`config.mk`:
```
export PLATFORM = sky130hd
export DESIGN_NAME = virtual_timer_multiplexer_flat
export DESIGN_NICKNAME = d
export VERILOG_FILES = /design/src/rtl/vtm_pkg.sv /design/src/rtl/vtm_if.sv /design/src/rtl/virtual_timer_multiplexer.sv /design/src/flat_wrapper.sv
export VERILOG_INCLUDE_DIRS = /design/src /design/src/rtl
export SDC_FILE = /design/constraint.sdc
export NUM_CORES = 1
export LEC_CHECK = 0
export BUFFER_PORTS_ARGS = -buffer_cell sky130_fd_sc_hd__buf_2
export CAP_MARGIN = 0
export CORE_MARGIN = 8
export CORE_UTILIZATION = 40
export CTS_BUF_LIST = sky130_fd_sc_hd__clkbuf_8 sky130_fd_sc_hd__clkbuf_16
export DETAILED_ROUTE_END_ITERATION = 8
export PLACE_DENSITY = 0.62
export SYNTH_ARGS = -nofsm -noshare
export SYNTH_HDL_FRONTEND = slang
export SYNTH_SLANG_ARGS = --single-unit
```
`constraint.sdc`:
```
create_clock -name clk_i -period 10 [get_ports clk_i]
set_input_delay 1.5 -clock clk_i [delete_from_list [all_inputs] [get_ports clk_i]]
set_output_delay 1.5 -clock clk_i [all_outputs]
set_load 0.03 [all_outputs]
```
`src/rtl/assert_macros.svh`:
```
// Assertion macros used by the RTL of the virtual timer multiplexer.
`ifndef ASSERT_MACROS_SVH
`define ASSERT_MACROS_SVH

`ifndef SYNTHESIS

// Property must hold at every clock edge outside reset.
`define ASSERT_PROP(lbl, clk, rst_n, prop, msg) \
  lbl: assert property (@(posedge clk) disable iff (!rst_n) prop) else $error(msg);

// Condition must never be seen at a clock edge outside reset.
`define ASSERT_NEVER(lbl, clk, rst_n, cond, msg) \
  lbl: assert property (@(posedge clk) disable iff (!rst_n) !(cond)) else $error(msg);

`else

`define ASSERT_PROP(lbl, clk, rst_n, prop, msg)
`define ASSERT_NEVER(lbl, clk, rst_n, cond, msg)

`endif

`endif

```
`src/rtl/vtm_pkg.sv`:
```
// Types and constants of the virtual timer multiplexer.
package vtm_pkg;

  localparam int SLOTS_DEF = 8;
  localparam int TIME_W    = 32;
  localparam int ID_W      = 3;
  localparam int EV_W      = 3;
  localparam int OP_W      = 2;
  localparam int MAX_SLOTS = 1 << ID_W;

  typedef enum logic [OP_W-1:0] {
    OP_TICK   = 2'd0,
    OP_START  = 2'd1,
    OP_CANCEL = 2'd2
  } op_e;

  typedef enum logic [EV_W-1:0] {
    EV_STARTED   = 3'd0,
    EV_NOFREE    = 3'd1,
    EV_FIRED     = 3'd2,
    EV_CANCELLED = 3'd3,
    EV_IDLE      = 3'd4
  } event_e;

endpackage

```
`src/rtl/vtm_if.sv`:
```
// Handshake channels of the virtual timer multiplexer: request words in, event words out.
interface vtm_in_if import vtm_pkg::*; ();
  logic              valid;
  logic              ready;
  logic [OP_W-1:0]   op;
  logic [TIME_W-1:0] duration;
  logic              repeat_req;
  logic [ID_W-1:0]   cancel_id;

  modport source (output valid, op, duration, repeat_req, cancel_id, input ready);
  modport sink   (input valid, op, duration, repeat_req, cancel_id, output ready);
endinterface

interface vtm_out_if import vtm_pkg::*; ();
  logic            valid;
  logic            ready;
  logic [EV_W-1:0] event_res;
  logic [ID_W-1:0] slot_id;
  logic            last;

  modport source (output valid, event_res, slot_id, last, input ready);
  modport sink   (input valid, event_res, slot_id, last, output ready);
endinterface

```
`src/rtl/virtual_timer_multiplexer.sv`:
```
// Virtual timer multiplexer: one microsecond counter shared by up to eight slot timers.
//
//   channel | direction | modport | word
//   in_i    | input     | sink    | op, duration, repeat_req, cancel_id
//   out_o   | output    | source  | event_res, slot_id, last
//
// A start or cancel word is accepted in the idle state and carried out in the execute state,
// in which the shared 32-bit adder forms now + duration and the free-slot search picks a slot.
// A tick word passes through the execute and scan states and, if any slot fires, the emit state:
// the same adder increments the time, then one slot per cycle is compared and, if due and periodic,
// reloaded, then, while out_o does not stall, one fired word per cycle leaves through the output register.
// A stall on out_o holds the sequencer in the execute or emit state; the input is ready only when idle.
// Reset clears the time and all active and periodic flags; deadlines and periods are
// written when a slot is started and need no clearing.
`include "assert_macros.svh"

module virtual_timer_multiplexer import vtm_pkg::*; #(
  parameter int SLOTS = SLOTS_DEF
) (
  input  logic clk_i,
  input  logic rst_ni,
  vtm_in_if.sink    in_i,
  vtm_out_if.source out_o
);

  // Slot ids are three bits wide, so at most eight slots are usable.
  localparam int NSLOT = (SLOTS < MAX_SLOTS) ? SLOTS : MAX_SLOTS;
  localparam int IDX_W = (NSLOT > 1) ? $clog2(NSLOT) : 1;
  localparam logic [IDX_W-1:0] IDX_LAST = IDX_W'(NSLOT - 1);

  typedef enum logic [1:0] {
    ST_IDLE,
    ST_EXEC,
    ST_SCAN,
    ST_EMIT
  } state_e;

  state_e            state_q;
  logic [OP_W-1:0]   op_q;
  logic [TIME_W-1:0] dur_q;
  logic              rep_q;
  logic [ID_W-1:0]   cid_q;
  logic [TIME_W-1:0] now_q;
  logic [IDX_W-1:0]  idx_q;
  logic [NSLOT-1:0]  due_q;
  logic [NSLOT-1:0]  act_q;
  logic [NSLOT-1:0]  per_q;
  logic [TIME_W-1:0] dl_q [NSLOT];
  logic [TIME_W-1:0] pd_q [NSLOT];

  logic            ov_q;
  logic [EV_W-1:0] oev_q;
  logic [ID_W-1:0] oid_q;
  logic            olast_q;

  logic              acc;
  logic              out_free;
  logic [TIME_W-1:0] add_a;
  logic [TIME_W-1:0] add_b;
  logic [TIME_W-1:0] add_sum;
  logic              hit;
  logic              free_found;
  logic [IDX_W-1:0]  free_idx;
  logic [IDX_W-1:0]  due_idx;
  logic [NSLOT-1:0]  due_rest;
  logic [IDX_W-1:0]  cid_idx;
  logic              cid_live;
  logic              start_go;
  logic              dl_we;
  logic [IDX_W-1:0]  dl_wa;

  assign in_i.ready      = (state_q == ST_IDLE);
  assign acc             = in_i.valid && (state_q == ST_IDLE);
  assign out_free        = !ov_q || out_o.ready;
  assign out_o.valid     = ov_q;
  assign out_o.event_res = oev_q;
  assign out_o.slot_id   = oid_q;
  assign out_o.last      = olast_q;

  // The one adder: time increment, start deadline, and periodic reload during the scan.
  always_comb begin
    add_a = now_q;
    add_b = dur_q;
    case (state_q)
      ST_EXEC: begin
        add_a = now_q;
        add_b = (op_q == OP_TICK) ? TIME_W'(1) : dur_q;
      end
      ST_SCAN: begin
        add_a = dl_q[idx_q];
        add_b = pd_q[idx_q];
      end
      default: begin
        add_a = now_q;
        add_b = dur_q;
      end
    endcase
  end
  assign add_sum = add_a + add_b;

  // Compare unit: the slot under the scan index is due at the new time.
  assign hit = act_q[idx_q] && (dl_q[idx_q] == now_q);

  // Lowest free slot, and lowest due slot with the mask of those still to report.
  always_comb begin
    free_found = 1'b0;
    free_idx   = '0;
    due_idx    = '0;
    for (int i = NSLOT - 1; i >= 0; i--) begin
      if (!act_q[i]) begin
        free_found = 1'b1;
        free_idx   = IDX_W'(i);
      end
      if (due_q[i]) begin
        due_idx = IDX_W'(i);
      end
    end
    due_rest          = due_q;
    due_rest[due_idx] = 1'b0;
  end

  assign cid_idx  = cid_q[IDX_W-1:0];
  assign cid_live = (32'(cid_q) < NSLOT) && act_q[cid_idx];

  assign start_go = (state_q == ST_EXEC) && (op_q == OP_START) && out_free && free_found;
  assign dl_we    = start_go || ((state_q == ST_SCAN) && hit && per_q[idx_q]);
  assign dl_wa    = (state_q == ST_SCAN) ? idx_q : free_idx;

  // Request word and slot tables; written before they are read, so no reset.
  always_ff @(posedge clk_i) begin
    if (acc) begin
      op_q  <= in_i.op;
      dur_q <= (in_i.duration == '0) ? TIME_W'(1) : in_i.duration;
      rep_q <= in_i.repeat_req;
      cid_q <= in_i.cancel_id;
    end
    if (dl_we) begin
      dl_q[dl_wa] <= add_sum;
    end
    if (start_go) begin
      pd_q[free_idx] <= dur_q;
    end
  end

  // Sequencer, slot flags and the output register.
  always_ff @(posedge clk_i or negedge rst_ni) begin
    if (!rst_ni) begin
      state_q <= ST_IDLE;
      now_q   <= '0;
      idx_q   <= '0;
      due_q   <= '0;
      act_q   <= '0;
      per_q   <= '0;
      ov_q    <= 1'b0;
      oev_q   <= '0;
      oid_q   <= '0;
      olast_q <= 1'b0;
    end else begin
      if (out_o.ready) begin
        ov_q <= 1'b0;
      end
      case (state_q)
        ST_IDLE: begin
          if (acc) begin
            state_q <= ST_EXEC;
          end
        end
        ST_EXEC: begin
          case (op_q)
            OP_TICK: begin
              now_q   <= add_sum;
              idx_q   <= '0;
              due_q   <= '0;
              state_q <= ST_SCAN;
            end
            OP_START: begin
              if (out_free) begin
                ov_q    <= 1'b1;
                olast_q <= 1'b1;
                if (free_found) begin
                  act_q[free_idx] <= 1'b1;
                  per_q[free_idx] <= rep_q;
                  oev_q <= EV_STARTED;
                  oid_q <= ID_W'(free_idx);
                end else begin
                  oev_q <= EV_NOFREE;
                  oid_q <= '0;
                end
                state_q <= ST_IDLE;
              end
            end
            OP_CANCEL: begin
              if (out_free) begin
                ov_q    <= 1'b1;
                olast_q <= 1'b1;
                oid_q   <= cid_q;
                if (cid_live) begin
                  act_q[cid_idx] <= 1'b0;
                  per_q[cid_idx] <= 1'b0;
                  oev_q <= EV_CANCELLED;
                end else begin
                  oev_q <= EV_IDLE;
                end
                state_q <= ST_IDLE;
              end
            end
            default: begin
              state_q <= ST_IDLE;
            end
          endcase
        end
        ST_SCAN: begin
          if (hit) begin
            due_q[idx_q] <= 1'b1;
            if (!per_q[idx_q]) begin
              act_q[idx_q] <= 1'b0;
            end
          end
          if (idx_q == IDX_LAST) begin
            state_q <= (hit || (due_q != '0)) ? ST_EMIT : ST_IDLE;
          end else begin
            idx_q <= idx_q + IDX_W'(1);
          end
        end
        ST_EMIT: begin
          if (out_free) begin
            ov_q    <= 1'b1;
            oev_q   <= EV_FIRED;
            oid_q   <= ID_W'(due_idx);
            olast_q <= (due_rest == '0);
            due_q   <= due_rest;
            if (due_rest == '0) begin
              state_q <= ST_IDLE;
            end
          end
        end
        default: begin
          state_q <= ST_IDLE;
        end
      endcase
    end
  end

  // The final fired word of a tick hands control back to the idle state.
  `ASSERT_PROP(a_emit_last_idle, clk_i, rst_ni, (state_q == ST_EMIT && out_free && due_rest == '0) |=> (state_q == ST_IDLE), "last fired word did not end the tick")
  // An accepted tick advances the time by exactly one.
  `ASSERT_PROP(a_tick_advance, clk_i, rst_ni, (acc && in_i.op == OP_TICK) |=> ##1 (now_q == $past(now_q, 2) + TIME_W'(1)), "tick did not advance time by one")
  // No due slot is left over once the sequencer is idle.
  `ASSERT_NEVER(a_idle_due_clear, clk_i, rst_ni, (state_q == ST_IDLE && due_q != '0), "due mask not empty while idle")

endmodule

```
`src/flat_wrapper.sv`:
```
// flat-port wrapper written by rule: the top's interface ports become plain ports
module virtual_timer_multiplexer_flat import vtm_pkg::*;
#(
  parameter int SLOTS = SLOTS_DEF
)
  (clk_i, rst_ni, in_i_valid, in_i_op, in_i_duration, in_i_repeat_req, in_i_cancel_id, in_i_ready, out_o_valid, out_o_event_res, out_o_slot_id, out_o_last, out_o_ready);
  vtm_in_if in_i_i ();
  vtm_out_if out_o_i ();
  input  logic clk_i;
  input  logic rst_ni;
  input wire logic [$bits(in_i_i.valid)-1:0] in_i_valid;
  input wire logic [$bits(in_i_i.op)-1:0] in_i_op;
  input wire logic [$bits(in_i_i.duration)-1:0] in_i_duration;
  input wire logic [$bits(in_i_i.repeat_req)-1:0] in_i_repeat_req;
  input wire logic [$bits(in_i_i.cancel_id)-1:0] in_i_cancel_id;
  output wire logic [$bits(in_i_i.ready)-1:0] in_i_ready;
  output wire logic [$bits(out_o_i.valid)-1:0] out_o_valid;
  output wire logic [$bits(out_o_i.event_res)-1:0] out_o_event_res;
  output wire logic [$bits(out_o_i.slot_id)-1:0] out_o_slot_id;
  output wire logic [$bits(out_o_i.last)-1:0] out_o_last;
  input wire logic [$bits(out_o_i.ready)-1:0] out_o_ready;
  assign in_i_i.valid = in_i_valid;
  assign in_i_i.op = in_i_op;
  assign in_i_i.duration = in_i_duration;
  assign in_i_i.repeat_req = in_i_repeat_req;
  assign in_i_i.cancel_id = in_i_cancel_id;
  assign in_i_ready = in_i_i.ready;
  assign out_o_valid = out_o_i.valid;
  assign out_o_event_res = out_o_i.event_res;
  assign out_o_slot_id = out_o_i.slot_id;
  assign out_o_last = out_o_i.last;
  assign out_o_i.ready = out_o_ready;
  virtual_timer_multiplexer #(.SLOTS(SLOTS)) u_core (.clk_i(clk_i), .rst_ni(rst_ni), .in_i(in_i_i), .out_o(out_o_i));
endmodule
```
==> summary.md <==
| Metric | Value |
|---|---|
| Drt wl/cell | `25.9 µm` |
| Peak supply drop | `between 0.0002 and 0.00025 V` |
| Final Cycle Share | `65.7%` |
| Fmax | `152 MHz` |
| Leakage | `approximately 10 nW` |
| Post-route setup TNS | `0 ns` |
| Vias in the first global route | `16,500` |
| Syn Area/Cell | `approximately 15 µm²` |
| Synthesized cell area | `27,000 µm²` |
| DR DRC count | `0` |
| First-pass GRT wire length | `107 mm` |
| TritonCTS buffer count | `67` |
| Number of synthesized flops with an enable pin | `550` |
| Comb power frac | `between 30% and 40%` |
| Reg power frac | `41.6%` |
| Post-Synth Adder-Cell Area | `1.93%` |
| Run status | `finished clean` |
| Synth cell types | `81` |
| Hold_ws | `0.508 ns` |
| Clk root buf | `clkbuf_16` |
| Tmin final | `6.57 ns` |
| Worst Path Buf+Inv | `3` |
| Relative slew slack | `between 20% and 30%` |
| Sw Share | `36.3%` |
| Sequential cell area | `18,300 µm²` |
| Slew Viols, Final | `0` |
| WP data arrival | `between 7 and 8 ns` |
| Layout cell share with drive strength beyond 1 | `16.4%` |
| Clock-pin slew of the registers on the worst-case setup and hold paths | `0.06 ns` |
| Mux cell area share after synthesis | `7.50%` |
| Setup Buffers After CTS | `0` |
| Worst path slowest cell | `dfrtp_4` |
| Clock buffer depth | `3` |
| RR Endpoint | `u_core.now_q[24]` |
| Post-DP HPWL | `43.7 mm` |
| Worst Tran Pin Value | `1.07 ns` |
| Cell family with most CP delay | `compound AO/OA/AOI/OAI gates` |
| Clock share of power | `24.4%` |
| TritonCTS clock tree | `built` |
| Synth-to-Final Area Change | `12.3%` |
| Critical path class | `reg2reg` |
| Die area | `76,100 µm²` |
| Site row count | `95` |
| DRT iter0 DRCs | `1,607` |
| Synth Area in Compound Gates | `12.6%` |
| Post-DR vias/cell | `5.85` |
| Hold crit path type | `reg2reg` |
| Total number of vias | `16,500` |
| Crit path required time | `10.54 ns` |
| Async set or reset register ratio after synthesis | `11.1%` |
| H-Tree Depth | `3` |
| Net load switching power | `between 3 and 4 mW` |
| Placer Congestion | `approximately 0.94` |
| Final Util | `45.3%` |
| CP max stage delay | `0.90 ns` |
| Clock Skews | `between 0.03 and 0.04 ns` |
| Chip height | `around 280 µm` |
| GRT Util Overall | `19.0%` |
| Crit end category | `flip-flop` |
| Reg2reg start | `u_core.idx_q[1]` |
| I/O Buffers | `50` |
| Startpoint Class | `flip-flop` |
| Synth Area in Simple Gates | `5.71%` |
| DRT antenna net count | `0` |
| 1st-pass router iterations | `7` |
| CTS Hold Bufs | `0` |
| Setup-failing EPs final | `0` |
| Largest cells by area after synthesis | `edfxtp_1 (61%), dfrtp_1 (6.4%), mux2i_1 (3.1%)` |
| Synth Instances | `~1,900` |
| Initial Util | `40.3%` |
| Synth warn | `0` |
| Die width | `between 200 and 300 µm` |
| Yosys top cell area share | `between 60 and 70%` |
| Fill count | `5,926` |
| Nets@finish | `between 1,500 and 2,000` |
| Core area | `between 60,000 and 70,000 µm²` |
| Internal reg-to-reg setup slack | `3.43 ns` |
| Clock Latency Late Sink | `~0.62 ns` |
| Fin. Hold Viols | `0` |
| Min-Delay Endpoint | `u_core.now_q[29]` |
| R2R depth | `21` |
| Post-Synth XOR/XNOR Area | `1.98%` |
| Min-Delay Path Depth | `1` |
| Multi-input logic area | `8160 µm²` |
| Max Cap Viol | `0` |
| Clock Sink Count | `approximately 620` |
| GRT overflow | `0` |
| Diodes inserted | `0` |
| Io pins | `51` |
| Largest family of logic cells by synthesized area | `compound AO/OA/AOI/OAI gates` |
| FF+latch count, synth | `around 620` |
| Worst path cell trace | `buf_4, and3b_1, buf_4, a22oi_1, o21ai_0, nand2_1, nand2b_1, a21oi_1, a31oi_1, ha_1, inv_1, fa_1, nor2b_1, o21ai_0, a21bo_2, a21oi_1, a31oi_1, o21ba_2, o31ai_1, xor2_1, mux2_2` |
| RSZ-0062 raised after global routing | `false` |
| Largest net degree at the start of global routing | `70` |
| Primary FF master, synth | `edfxtp_1` |
| Post-cts resize count | `0` |
| CP Max Fanout | `a little under 50` |
| Synth Net Count | `1,944` |
| Initial antenna violation count | `3` |
| DRT Wirelength | `72.7 mm` |
| Hold wc startpoint | `u_core.now_q[29]` |
| Power per cell area | `327 nW/µm²` |
| Cell taking the most area after synthesis | `edfxtp_1` |
| P_int | `roughly 6.3 mW` |
| Sequential area share after synthesis | `67.5%` |
registers in the layout (all words and copies together), names as in the netlist:
name / flops
u_core.dur_q: 32
u_core.out_o.event_res: 3
u_core.now_q: 32
u_core.per_q: 8
u_core.dl_q: 256
u_core.pd_q: 256
u_core.out_o.slot_id: 3
u_core.cid_idx: 3
u_core.idx_q: 3
u_core.state_q: 2
u_core.rep_q: 1
u_core.act_q: 8
u_core.out_o.last: 1
u_core.op_q: 2
u_core.out_o.valid: 1
u_core.due_q: 8
power by group through the flow:
stage | clock (mW) | sequential (mW) | combinational, mW
after floorplan | 0 | 4.09 | 2.27
after global placement | 0 | 4.16 | 3.24
after detailed placement | 0 | 4.18 | 3.32
after CTS | 2.47 | 4.13 | 3.34
after global routing | 2.57 | 4.17 | 3.65
final | 2.43 | 4.13 | 3.38
worst max path at each step:
stage | endpoint | startpoint | cells after the start
global route | u_core.now_q[24] | u_core.idx_q[1] | 21
global placement | u_core.now_q[24] | u_core.idx_q[1] | 21
CTS | u_core.now_q[24] | u_core.idx_q[1] | 21
finish | u_core.now_q[24] | u_core.idx_q[1] | 21
detailed placement | u_core.now_q[24] | u_core.idx_q[1] | 21
floorplan | u_core.dl_q[0][0] | u_core.idx_q[0] | 12
cell families (layout without fill, tap and decap cells):
logic type               after synthesis  count (layout)
flip-flops                           619             619
AO/OA/AOI/OAI                        483             483
AND/OR/NAND/NOR                      318             318
buffers and inverters                174             251
multiplexers                         165             165
XOR/XNOR                              61              61
adder cells (fa/ha/maj)               41              41
cells in the mapped netlist (24+ instances only):
cell	n
a22o_1	28
nand2_1	85
mux2_2	54
ha_1	40
nor2_1	110
a221oi_1	40
xor2_1	34
dfrtp_1	69
mux4_2	24
edfxtp_1	550
mux2i_1	85
a21o_1	36
a31oi_1	32
xnor2_1	27
a21oi_1	106
a22oi_1	55
inv_1	42
clkbuf_1	93
o21ai_0	69
routing by layer:
| layer | wire, µm | share of wire (%) | GRT usage (%) | vias to the layer above |
|---|---|---|---|---|
| li1 | - | - | - | 7330 |
| met2 | 34900 | 48 | 31.4 | 563 |
| met4 | 1580 | 2.2 | 4.71 | 2 |
| met5 | 13 | 0.018 | 0 | - |
| met3 | 4520 | 6.2 | 3.63 | 110 |
| met1 | 31700 | 44 | 25.8 | 8451 |
cells in the final DEF, fill, tap and decap left out, types with 11 or more instances in the layout:
cell type  synthesis  routed
a31oi_1           32      32
nor3_1            17      12
clkbuf_16          0      67
a21oi_1          106     106
a22o_1            28      28
a211oi_1          12      12
a221oi_1          40      40
nand4_1           17      17
buf_4              7      37
xnor2_1           27      27
ha_1              40      39
dfrtp_1           69      66
nor2_4             1      11
mux2_2            54      54
buf_2             17      49
a21o_1            36      36
o22ai_1           17      17
xor2_1            34      34
mux2i_1           85      85
nor2_1           110     100
o21ai_0           69      69
nand3_1           13      13
nor2b_1           17      17
mux4_2            24      24
nor4_1            13      11
nand2_1           85      84
inv_1             42      64
edfxtp_1         550     550
clkinv_2           0      13
a22oi_1           55      55
worst register-to-register path, cell delays in order, from the launching register on:
cell and delay, ns:
dfrtp_4 0.90, buf_4 0.76, and3b_1 0.38, buf_4 0.43, a22oi_1 0.12, o21ai_0 0.10, nand2_1 0.10, nand2b_1 0.11
a21oi_1 0.06, a31oi_1 0.18, ha_1 0.24, inv_1 0.08, fa_1 0.47, nor2b_1 0.12, o21ai_0 0.15, a21bo_2 0.27
a21oi_1 0.31, a31oi_1 0.37, o21ba_2 0.34, o31ai_1 0.27, xor2_1 0.49, mux2_2 0.25
stage by stage:
stage | cells | power [mW] | setup WS [ns] | instance area, µm²
after floorplan | 1861 | 6.36 | 3.91 | 27000
after global placement | 2690 | 7.40 | 3.57 | 28200
after detailed placement | 2690 | 7.50 | 3.53 | 28200
after CTS | 2811 | 9.93 | 3.48 | 30400
after global routing | 2811 | 10.4 | 3.03 | 30400
final | 2811 | 9.94 | 3.43 | 30400
layout make-up:
| type | count | area share (%) |
|---|---|---|
| multi-input cells | 1068 | 26.9 |
| well taps | 873 | 3.60 |
| repair buffers | 86 | 1.72 |
| clock buffers | 69 | 5.61 |
| flip-flops and latches | 619 | 60.1 |
| inverters | 44 | 0.544 |
| clock inverters | 52 | 1.49 |
(Power assumes the default switching activity.)
